<file path="src/sv/m2pf_pkg.sv">
// Package for the 2x2 matrix power unit: widths, microcode format and program store.
`timescale 1ns / 1ps

package m2pf_pkg;

   localparam int ENTRY_BITS = 64;
   localparam int EXP_BITS   = 8;
   localparam int HALF_BITS  = (ENTRY_BITS + 1) / 2;
   localparam int HIGH_BITS  = ENTRY_BITS - HALF_BITS;
   localparam int PROD_BITS  = 2 * HALF_BITS;
   localparam int PC_BITS    = 4;
   localparam int STEP_BITS  = 3;

   // Sub-steps of one entry product: two terms of three partial products, then a drain.
   localparam logic [STEP_BITS-1:0] STEP_TERM1 = STEP_BITS'(3);
   localparam logic [STEP_BITS-1:0] STEP_DRAIN = STEP_BITS'(6);

   localparam logic [1:0] PART_LL = 2'd0;
   localparam logic [1:0] PART_LH = 2'd1;
   localparam logic [1:0] PART_HL = 2'd2;

   localparam logic [PC_BITS-1:0] PC_TOP      = PC_BITS'(0);
   localparam logic [PC_BITS-1:0] PC_MUL_ACC  = PC_BITS'(2);
   localparam logic [PC_BITS-1:0] PC_COPY_ACC = PC_BITS'(6);
   localparam logic [PC_BITS-1:0] PC_MUL_BASE = PC_BITS'(7);
   localparam logic [PC_BITS-1:0] PC_COPY_BSE = PC_BITS'(11);
   localparam logic [PC_BITS-1:0] PC_DONE     = PC_BITS'(12);

   typedef logic [3:0][ENTRY_BITS-1:0] mat_type;

   typedef enum logic [2:0] {
      OP_JZ,
      OP_JEVEN,
      OP_MUL,
      OP_COPY_ACC,
      OP_COPY_BASE,
      OP_DONE
   } op_type;

   typedef struct packed {
      op_type             op;
      logic               x_base;
      logic [1:0]         entry;
      logic [PC_BITS-1:0] target;
   } ctrl_type;

   function automatic ctrl_type mc_word(input op_type op, input logic x_base,
                                        input logic [1:0] entry,
                                        input logic [PC_BITS-1:0] target);
      ctrl_type w;
      w.op     = op;
      w.x_base = x_base;
      w.entry  = entry;
      w.target = target;
      return w;
   endfunction

   // Program: test exponent, optional acc*base, base*base, shift, loop.
   function automatic ctrl_type mc_rom(input logic [PC_BITS-1:0] addr);
      ctrl_type w;
      w = mc_word(OP_DONE, 1'b0, 2'd0, PC_TOP);
      if (addr == PC_TOP) begin
         w = mc_word(OP_JZ, 1'b0, 2'd0, PC_DONE);
      end else if (addr < PC_MUL_ACC) begin
         w = mc_word(OP_JEVEN, 1'b0, 2'd0, PC_MUL_BASE);
      end else if (addr < PC_COPY_ACC) begin
         w = mc_word(OP_MUL, 1'b0, 2'(addr - PC_MUL_ACC), PC_TOP);
      end else if (addr == PC_COPY_ACC) begin
         w = mc_word(OP_COPY_ACC, 1'b0, 2'd0, PC_TOP);
      end else if (addr < PC_COPY_BSE) begin
         w = mc_word(OP_MUL, 1'b1, 2'(addr - PC_MUL_BASE), PC_TOP);
      end else if (addr == PC_COPY_BSE) begin
         w = mc_word(OP_COPY_BASE, 1'b0, 2'd0, PC_TOP);
      end
      return w;
   endfunction

endpackage

</file>
<file path="src/sv/matrix2x2_power_fibonacci.sv">
// 2x2 matrix power / Fibonacci unit, microcoded over one shared half-width multiplier.
`timescale 1ns / 1ps

// Takes one request at a time and returns one result. Mode 0 returns A^n; mode 1
// returns [[1,1],[1,0]]^(n-1), with F(n) in fib_value (all zero for n = 0). Arithmetic
// wraps modulo 2^64. A small microcode program scans the exponent from its low bit.
// Each matrix entry product runs on the single 32x32 multiplier as three partial
// products per term over two terms, then one drain step. Every exponent bit squares
// the base; a set bit also multiplies the accumulator by the base first. A finished
// result waits in the output register while the next request is taken.
module matrix2x2_power_fibonacci (
   input  logic                            clock,
   input  logic                            reset,
   input  logic                            req_valid,
   output logic                            req_ready,
   input  logic                            req_type,
   input  logic [m2pf_pkg::ENTRY_BITS-1:0] req_a00,
   input  logic [m2pf_pkg::ENTRY_BITS-1:0] req_a01,
   input  logic [m2pf_pkg::ENTRY_BITS-1:0] req_a10,
   input  logic [m2pf_pkg::ENTRY_BITS-1:0] req_a11,
   input  logic [m2pf_pkg::EXP_BITS-1:0]   req_exponent,
   output logic                            rsp_valid,
   input  logic                            rsp_ready,
   output logic [m2pf_pkg::ENTRY_BITS-1:0] rsp_r00,
   output logic [m2pf_pkg::ENTRY_BITS-1:0] rsp_r01,
   output logic [m2pf_pkg::ENTRY_BITS-1:0] rsp_r10,
   output logic [m2pf_pkg::ENTRY_BITS-1:0] rsp_r11,
   output logic [m2pf_pkg::ENTRY_BITS-1:0] rsp_fib_value
);
   import m2pf_pkg::*;

   typedef enum logic {ST_IDLE, ST_RUN} state_type;

   localparam logic [ENTRY_BITS-1:0] ONE  = ENTRY_BITS'(1);
   localparam logic [ENTRY_BITS-1:0] ZERO = '0;

   state_type                state_ff, state_in;
   logic [PC_BITS-1:0]       pc_ff, pc_in;
   logic [STEP_BITS-1:0]     step_ff, step_in;
   logic                     mul_vld_ff, mul_vld_in;
   logic                     mul_shift_ff, mul_shift_in;
   logic [PROD_BITS-1:0]     mul_ff, mul_in;
   logic [ENTRY_BITS-1:0]    sum_ff, sum_in;
   logic [EXP_BITS-1:0]      n_ff, n_in;
   mat_type                  acc_ff, acc_in;
   mat_type                  base_ff, base_in;
   mat_type                  prod_ff, prod_in;
   logic                     rsp_valid_ff, rsp_valid_in;
   mat_type                  rsp_ff, rsp_in;

   ctrl_type                 ctrl;
   logic                     term;
   logic [1:0]               part;
   mat_type                  x_mat;
   logic [ENTRY_BITS-1:0]    x_op, y_op;
   logic [HALF_BITS-1:0]     opa, opb;
   logic [ENTRY_BITS-1:0]    addend;
   logic [ENTRY_BITS-1:0]    sum_next;

   always_comb begin
      ctrl     = mc_rom(pc_ff);
      term     = (step_ff >= STEP_TERM1);
      part     = term ? 2'(step_ff - STEP_TERM1) : 2'(step_ff);
      x_mat    = ctrl.x_base ? base_ff : acc_ff;
      x_op     = x_mat[{ctrl.entry[1], term}];
      y_op     = base_ff[{term, ctrl.entry[0]}];
      opa      = (part == PART_HL) ? HALF_BITS'(x_op[ENTRY_BITS-1:HALF_BITS])
                                   : x_op[HALF_BITS-1:0];
      opb      = (part == PART_LH) ? HALF_BITS'(y_op[ENTRY_BITS-1:HALF_BITS])
                                   : y_op[HALF_BITS-1:0];
      addend   = mul_shift_ff ? {mul_ff[HIGH_BITS-1:0], {HALF_BITS{1'b0}}}
                              : mul_ff[ENTRY_BITS-1:0];
      sum_next = sum_ff + (mul_vld_ff ? addend : ZERO);
   end

   always_comb begin
      state_in     = state_ff;
      pc_in        = pc_ff;
      step_in      = step_ff;
      mul_vld_in   = 1'b0;
      mul_shift_in = mul_shift_ff;
      mul_in       = mul_ff;
      sum_in       = sum_ff;
      n_in         = n_ff;
      acc_in       = acc_ff;
      base_in      = base_ff;
      prod_in      = prod_ff;
      rsp_in       = rsp_ff;
      rsp_valid_in = rsp_valid_ff && !rsp_ready;
      req_ready    = (state_ff == ST_IDLE);

      case (state_ff)
         ST_IDLE: begin
            if (req_valid) begin
               state_in = ST_RUN;
               pc_in    = PC_TOP;
               step_in  = '0;
               sum_in   = ZERO;
               if (!req_type) begin
                  acc_in  = {ONE, ZERO, ZERO, ONE};
                  base_in = {req_a11, req_a10, req_a01, req_a00};
                  n_in    = req_exponent;
               end else if (req_exponent == '0) begin
                  acc_in  = {ZERO, ZERO, ZERO, ZERO};
                  base_in = {ZERO, ONE, ONE, ONE};
                  n_in    = '0;
               end else begin
                  acc_in  = {ONE, ZERO, ZERO, ONE};
                  base_in = {ZERO, ONE, ONE, ONE};
                  n_in    = req_exponent - EXP_BITS'(1);
               end
            end
         end
         ST_RUN: begin
            case (ctrl.op)
               OP_JZ: begin
                  pc_in = (n_ff == '0) ? ctrl.target : pc_ff + PC_BITS'(1);
               end
               OP_JEVEN: begin
                  pc_in = !n_ff[0] ? ctrl.target : pc_ff + PC_BITS'(1);
               end
               OP_MUL: begin
                  sum_in = sum_next;
                  if (step_ff == STEP_DRAIN) begin
                     prod_in[ctrl.entry] = sum_next;
                     sum_in              = ZERO;
                     step_in             = '0;
                     pc_in               = pc_ff + PC_BITS'(1);
                  end else begin
                     mul_vld_in   = 1'b1;
                     mul_shift_in = (part != PART_LL);
                     mul_in       = PROD_BITS'(opa) * PROD_BITS'(opb);
                     step_in      = step_ff + STEP_BITS'(1);
                  end
               end
               OP_COPY_ACC: begin
                  acc_in = prod_ff;
                  pc_in  = pc_ff + PC_BITS'(1);
               end
               OP_COPY_BASE: begin
                  base_in = prod_ff;
                  n_in    = n_ff >> 1;
                  pc_in   = ctrl.target;
               end
               OP_DONE: begin
                  if (!rsp_valid_ff || rsp_ready) begin
                     rsp_in       = acc_ff;
                     rsp_valid_in = 1'b1;
                     state_in     = ST_IDLE;
                  end
               end
               default: begin
                  state_in = ST_IDLE;
               end
            endcase
         end
         default: begin
            state_in = ST_IDLE;
         end
      endcase
   end

   always_ff @(posedge clock) begin
      if (reset) begin
         state_ff     <= ST_IDLE;
         pc_ff        <= PC_TOP;
         step_ff      <= '0;
         mul_vld_ff   <= 1'b0;
         rsp_valid_ff <= 1'b0;
      end else begin
         state_ff     <= state_in;
         pc_ff        <= pc_in;
         step_ff      <= step_in;
         mul_vld_ff   <= mul_vld_in;
         rsp_valid_ff <= rsp_valid_in;
         mul_shift_ff <= mul_shift_in;
         mul_ff       <= mul_in;
         sum_ff       <= sum_in;
         n_ff         <= n_in;
         acc_ff       <= acc_in;
         base_ff      <= base_in;
         prod_ff      <= prod_in;
         rsp_ff       <= rsp_in;
      end
   end

   assign rsp_valid     = rsp_valid_ff;
   assign rsp_r00       = rsp_ff[0];
   assign rsp_r01       = rsp_ff[1];
   assign rsp_r10       = rsp_ff[2];
   assign rsp_r11       = rsp_ff[3];
   assign rsp_fib_value = rsp_ff[0];

endmodule
</file>
<file path="config.mk">
export PLATFORM = sky130hd
export DESIGN_NAME = matrix2x2_power_fibonacci
export DESIGN_NICKNAME = d
export VERILOG_FILES = /design/src/sv/m2pf_pkg.sv /design/src/sv/matrix2x2_power_fibonacci.sv
export SDC_FILE = /design/constraint.sdc
export NUM_CORES = 2
export LEC_CHECK = 0
export BUFFER_PORTS_ARGS = -buffer_cell sky130_fd_sc_hd__buf_2
export CORE_MARGIN = 1.5
export CORE_UTILIZATION = 55
export DETAILED_ROUTE_END_ITERATION = 16
export GPL_TIMING_DRIVEN = 0
export MAX_ROUTING_LAYER = met4
export PLACE_DENSITY = 0.85
export SYNTH_ARGS = -nofsm -noshare
export SYNTH_HDL_FRONTEND = slang
export SYNTH_SLANG_ARGS = --single-unit
</file>
<file path="constraint.sdc">
create_clock -name clock -period 61.2 [get_ports clock]
set_input_delay 12.24 -clock clock [delete_from_list [all_inputs] [get_ports clock]]
set_output_delay 12.24 -clock clock [all_outputs]
set_load 0.005 [all_outputs]
</file>
After elaboration in Yosys (flattened, before gate mapping) --
Index checks and enable logic that the tools add are counted.
Storage, ports and cells: input port bits 269, word-level logic and storage cells 136, memory bits (writable) 0, memory bits (read-only) 0, flip-flop bits (word level) 1171, memories 0, output and inout bits 322, latch bits 0
Operators by class: reductions and logical operators 20, div/mod/pow operators 0, multiply operators 1, mux-type cells 55, add/sub/neg operators 7, shifts and indexed selects 0, eq/ne operators 16, bitwise logic cells 4, $lt $le $gt $ge 8
Operators by type and width (count):
- 256-bit two-way mux | 6
- 256-bit one-hot mux with 2 select lines | 2
- 64-bit two-way mux | 8
- 193-bit two-way mux | 2
- 64-bit binary-select mux with 2-bit select | 2
- 256-bit bitwise mux | 1
- 64-bit demux with 2-bit select | 1
- 64-bit one-hot mux with 2 select lines | 1
- 64-bit adder | 1
- 32-bit by 32-bit multiplier with 64-bit output | 1
- 32-bit two-way mux | 2
- 10-bit two-way mux | 5
- 8-bit two-way mux | 5
- 4-bit one-hot mux with 5 select lines | 1
- 8-bit zero test | 2
- 4-bit two-way mux | 4
- 8-bit one-hot mux with 2 select lines | 1
- 3-bit AND reduction | 4
- 4-bit AND reduction | 3
- 3-bit == test (second input constant) | 3
- 2-bit by 3-bit < comparator with 1-bit output (second input constant) | 3
- 3-bit two-way mux | 3
- 4-bit one-hot mux with 2 select lines | 1
- 8-bit by 1-bit subtractor with 8-bit output (second input constant) | 1
- 32 further kinds | 48

Depth between registers and ports, before layout --
depth in word-level cells 12, depth in mapped cells 42, mapped depth without buffers 35

Least setup slack after synthesis --
Ideal clock, no wire load.
kind input-to-reg, from in reset, to reg acc_ff[0] in the netlist's numbering (enable), data required time 60.010 ns, setup time 1.190 ns, arrival time 29.813 ns, cell stages on the path 1, path slack 30.197 ns, buffers on the path 0, cells stage by stage nor3_1
Between the ends: cells in the longest elaborated chain, start to end 2
RTL lines:
- start, declared | RTL line matrix2x2_power_fibonacci.sv:13 | input logic reset,
- 1-bit NOT (no line)
- 3-bit AND reduction (no line)
- end signal, assigned | RTL line matrix2x2_power_fibonacci.sv:180 | acc_ff <= acc_in;
- end, declared | RTL line matrix2x2_power_fibonacci.sv:45 | mat_type acc_ff, acc_in;
No other way between the ends. A chain may end at the register's enable or synchronous reset.

==> out/metrics.csv <==
metric,value,unit
Die Area,158000,um2
routability congestion estimate,1.10,
root buf cell,clkbuf_16,
syn_nets,8737,
# setup viols final,0,
area of the mapped netlist,85300,um2
vias in the first global route,64016,
Netlist cell types,93,
adder-cell share of the synthesized area,25.9,%
# IOs,591,
Post-CTS Setup Repair Bufs,0,
final worst-path cycle share,24.3,%
compound-cell area share of the yosys netlist,6.58,%
"Primary FF master, synth",edfxtp_1,
CP Max Fanout,10,
WS Path Type,primary input to register,
clock-pin slew on the worst setup and hold paths,0.06,ns
GR Overflow Total,0,
Routed WL,375000,um
layout cell share with drive strength beyond 1,17.0,%
DP HPWL,298000,um
Setup crit end kind,register,
Die Y,397,um
sequential fraction of the synthesis area,41.1,%
Synth-to-Final Area Change,12.6,%
initial antenna violation count,63,
Core ar.,154000,um2
Nets,9504,
failing checks,"max-capacitance violations, max-slew violations",
Synth Warn #,0,
first-pass GRT wire length,506000,um
largest net degree at the start of global routing,70,
Final Critical Period,14.89,ns
H-Tree Depth,3,
GRT Overall Usage,49.0,%
Filler Cell Count,12145,
Avg WL per Cell,36.6,um
Worst slew margin,-10.8,%
Synth Area in Simple Gates,12.9,%
largest family of logic cells by synthesized area,adder cells,
Slew Limit Fails,46,
TritonCTS Buffers,109,
DR vias/cell,6.52,
DR pass1 iterations,10,
initial DRC count,11545,
Worst-Margin Slew,1.66,ns
DRT antenna net count,0,
CTS sink count,1171,
Skew-Pair Late Insertion Delay,0.80,ns
I/O Buffers,589,
Die X,397,um
CP Data Required Time,61.83,ns
Achievable Freq,0.0671,GHz
Syn Inst Count,7239,
RSZ-0062 raised after global routing,false,
initial core utilization,55.4,%
CTS max path bufs,3,
clk_skew,0.0979,ns
startpoint types,primary input,
#FFs+latches synth,1171,
Post-Synth XOR/XNOR Area,1.23,%
CTS Hold Bufs,0,
asr flop ratio synth,0,%
"EDFF count, synth",1161,
status,"finished, violations left",
Final Hold Vio Count,0,
CTS tree,done,
Rows,144,
post-CTS sizing,0,
syn avg cell area,11.8,um2
vias,66652,
setup tns final,0,ns
DRC,0,
worst hold path type,register to register,
critical path arrival,15.53,ns
Max Cap Viol,7,
multiplexer area fraction after synthesis,5.22,%
[Yosys cell counts, types with 25 or more instances]
cell      count  area, um2
buf_6        41        462
buf_2       118        591
and2_1      366       2290
o21bai_1     31        233
nand4_1      34        213
fa_1        897      18000
ha_1        332       4150
a31oi_1      39        244
or2_2        25        156
edfxtp_1   1161      34900
nor2b_1      51        319
a21o_1      319       2390
nand3_1     156        781
o21ai_0      93        465
xnor2_1      75        657
nor2_2       44        275
inv_1       913       3430
nand2_1     559       2100
and3_1       42        263
nand2b_1    249       1560
mux4_2      116       2610
a21oi_1     182        911
buf_4        92        691
nor3_1       34        170
mux2i_1      91        911
xor2_1       45        394
nor2_1      629       2360
clkbuf_1    194        728
[registers in the layout (all words and copies together), names as in the netlist, 3 cells and up]
register / cells
base_ff: 256
mul_ff: 64
prod_ff: 256
n_ff: 8
acc_ff: 256
rsp_fib_value: 64
rsp_r11: 64
pc_ff: 4
step_ff: 3
rsp_r10: 64
sum_ff: 64
rsp_r01: 64
[stage by stage]
stage                     std cells  setup slack (ns)  hold slack (ns)  util, %  instance area, um2
final                         10230             46.31            0.440     62.4               96100
after global routing          10200             46.45            0.448     62.3               96000
after CTS                     10138             46.62            0.426     62.2               95800
after detailed placement       9939             45.85            0.423     59.8               92100
after global placement         9872             19.02            0.426     59.0               90800
after floorplan                7239             30.20            0.417        -               85300
[kinds of logic after synthesis]
kind of cell,after synthesis
compound gates,825
xor+xnor,120
fa+ha+maj,1229
buf+inv,1375
flops,1171
mux,262
simple gates,2257
[metal layers]
| metal | global-route usage, % | up-vias | routed length [um] |
|---|---|---|---|
| met2 | 65.0 | 6131 | 150000 |
| met4 | 29.8 | 0 | 31000 |
| met5 | - | - | 0 |
| met3 | 21.2 | 1395 | 65000 |
| li1 | - | 25689 | - |
| met1 | 61.4 | 33437 | 129000 |
[final timing paths]
check	startpoint	end	slack [ns]	cells past startpoint
setup / recovery	req_type	base_ff[244]	46.31	5
setup reg to reg	step_ff[1]	mul_ff[49]	47.28	33
hold / removal	acc_ff[187]	rsp_r10[59]	0.44	0
hold reg to reg	acc_ff[187]	rsp_r10[59]	0.44	0
[cells in the final DEF (no fill, tap or decap), drive strengths merged, types with 42 or more instances in the layout]
| cell type | count |
|---|---|
| nand3 | 158 |
| nand2 | 564 |
| and2 | 367 |
| edfxtp | 1161 |
| inv | 919 |
| clkinv | 46 |
| nor2b | 51 |
| nand2b | 249 |
| a21oi | 184 |
| mux2i | 102 |
| clkbuf | 324 |
| a21o | 319 |
| ha | 332 |
| o21ai | 114 |
| mux4 | 128 |
| diode | 92 |
| buf | 923 |
| fa | 897 |
| xor2 | 45 |
| a31oi | 42 |
| and3 | 42 |
| xnor2 | 75 |
| or2 | 42 |
| nor2 | 674 |
[worst max-delay path, stage by stage]
cell and delay, ns:
clkbuf_1 0.38, nor2_1 0.68, clkbuf_1 1.05, buf_1 0.91
a21o_1 0.24
[final cells by class]
| class | count | area [um2] | area share [%] |
|---|---|---|---|
| repair buffers | 656 | 4040 | 4.20 |
| clock buffers | 130 | 2830 | 2.94 |
| inverters | 914 | 3430 | 3.57 |
| plain buffers | 461 | 2630 | 2.74 |
| diodes | 92 | 230 | 0.240 |
| flip-flops and latches | 1171 | 35100 | 36.5 |
| well taps | 2044 | 2560 | 2.66 |
| clock inverters | 69 | 845 | 0.879 |
| multi-input cells | 4693 | 44500 | 46.3 |
Power is not shown: default switching activity piles up to over one toggle a cycle in this logic, so the estimate is an artifact.
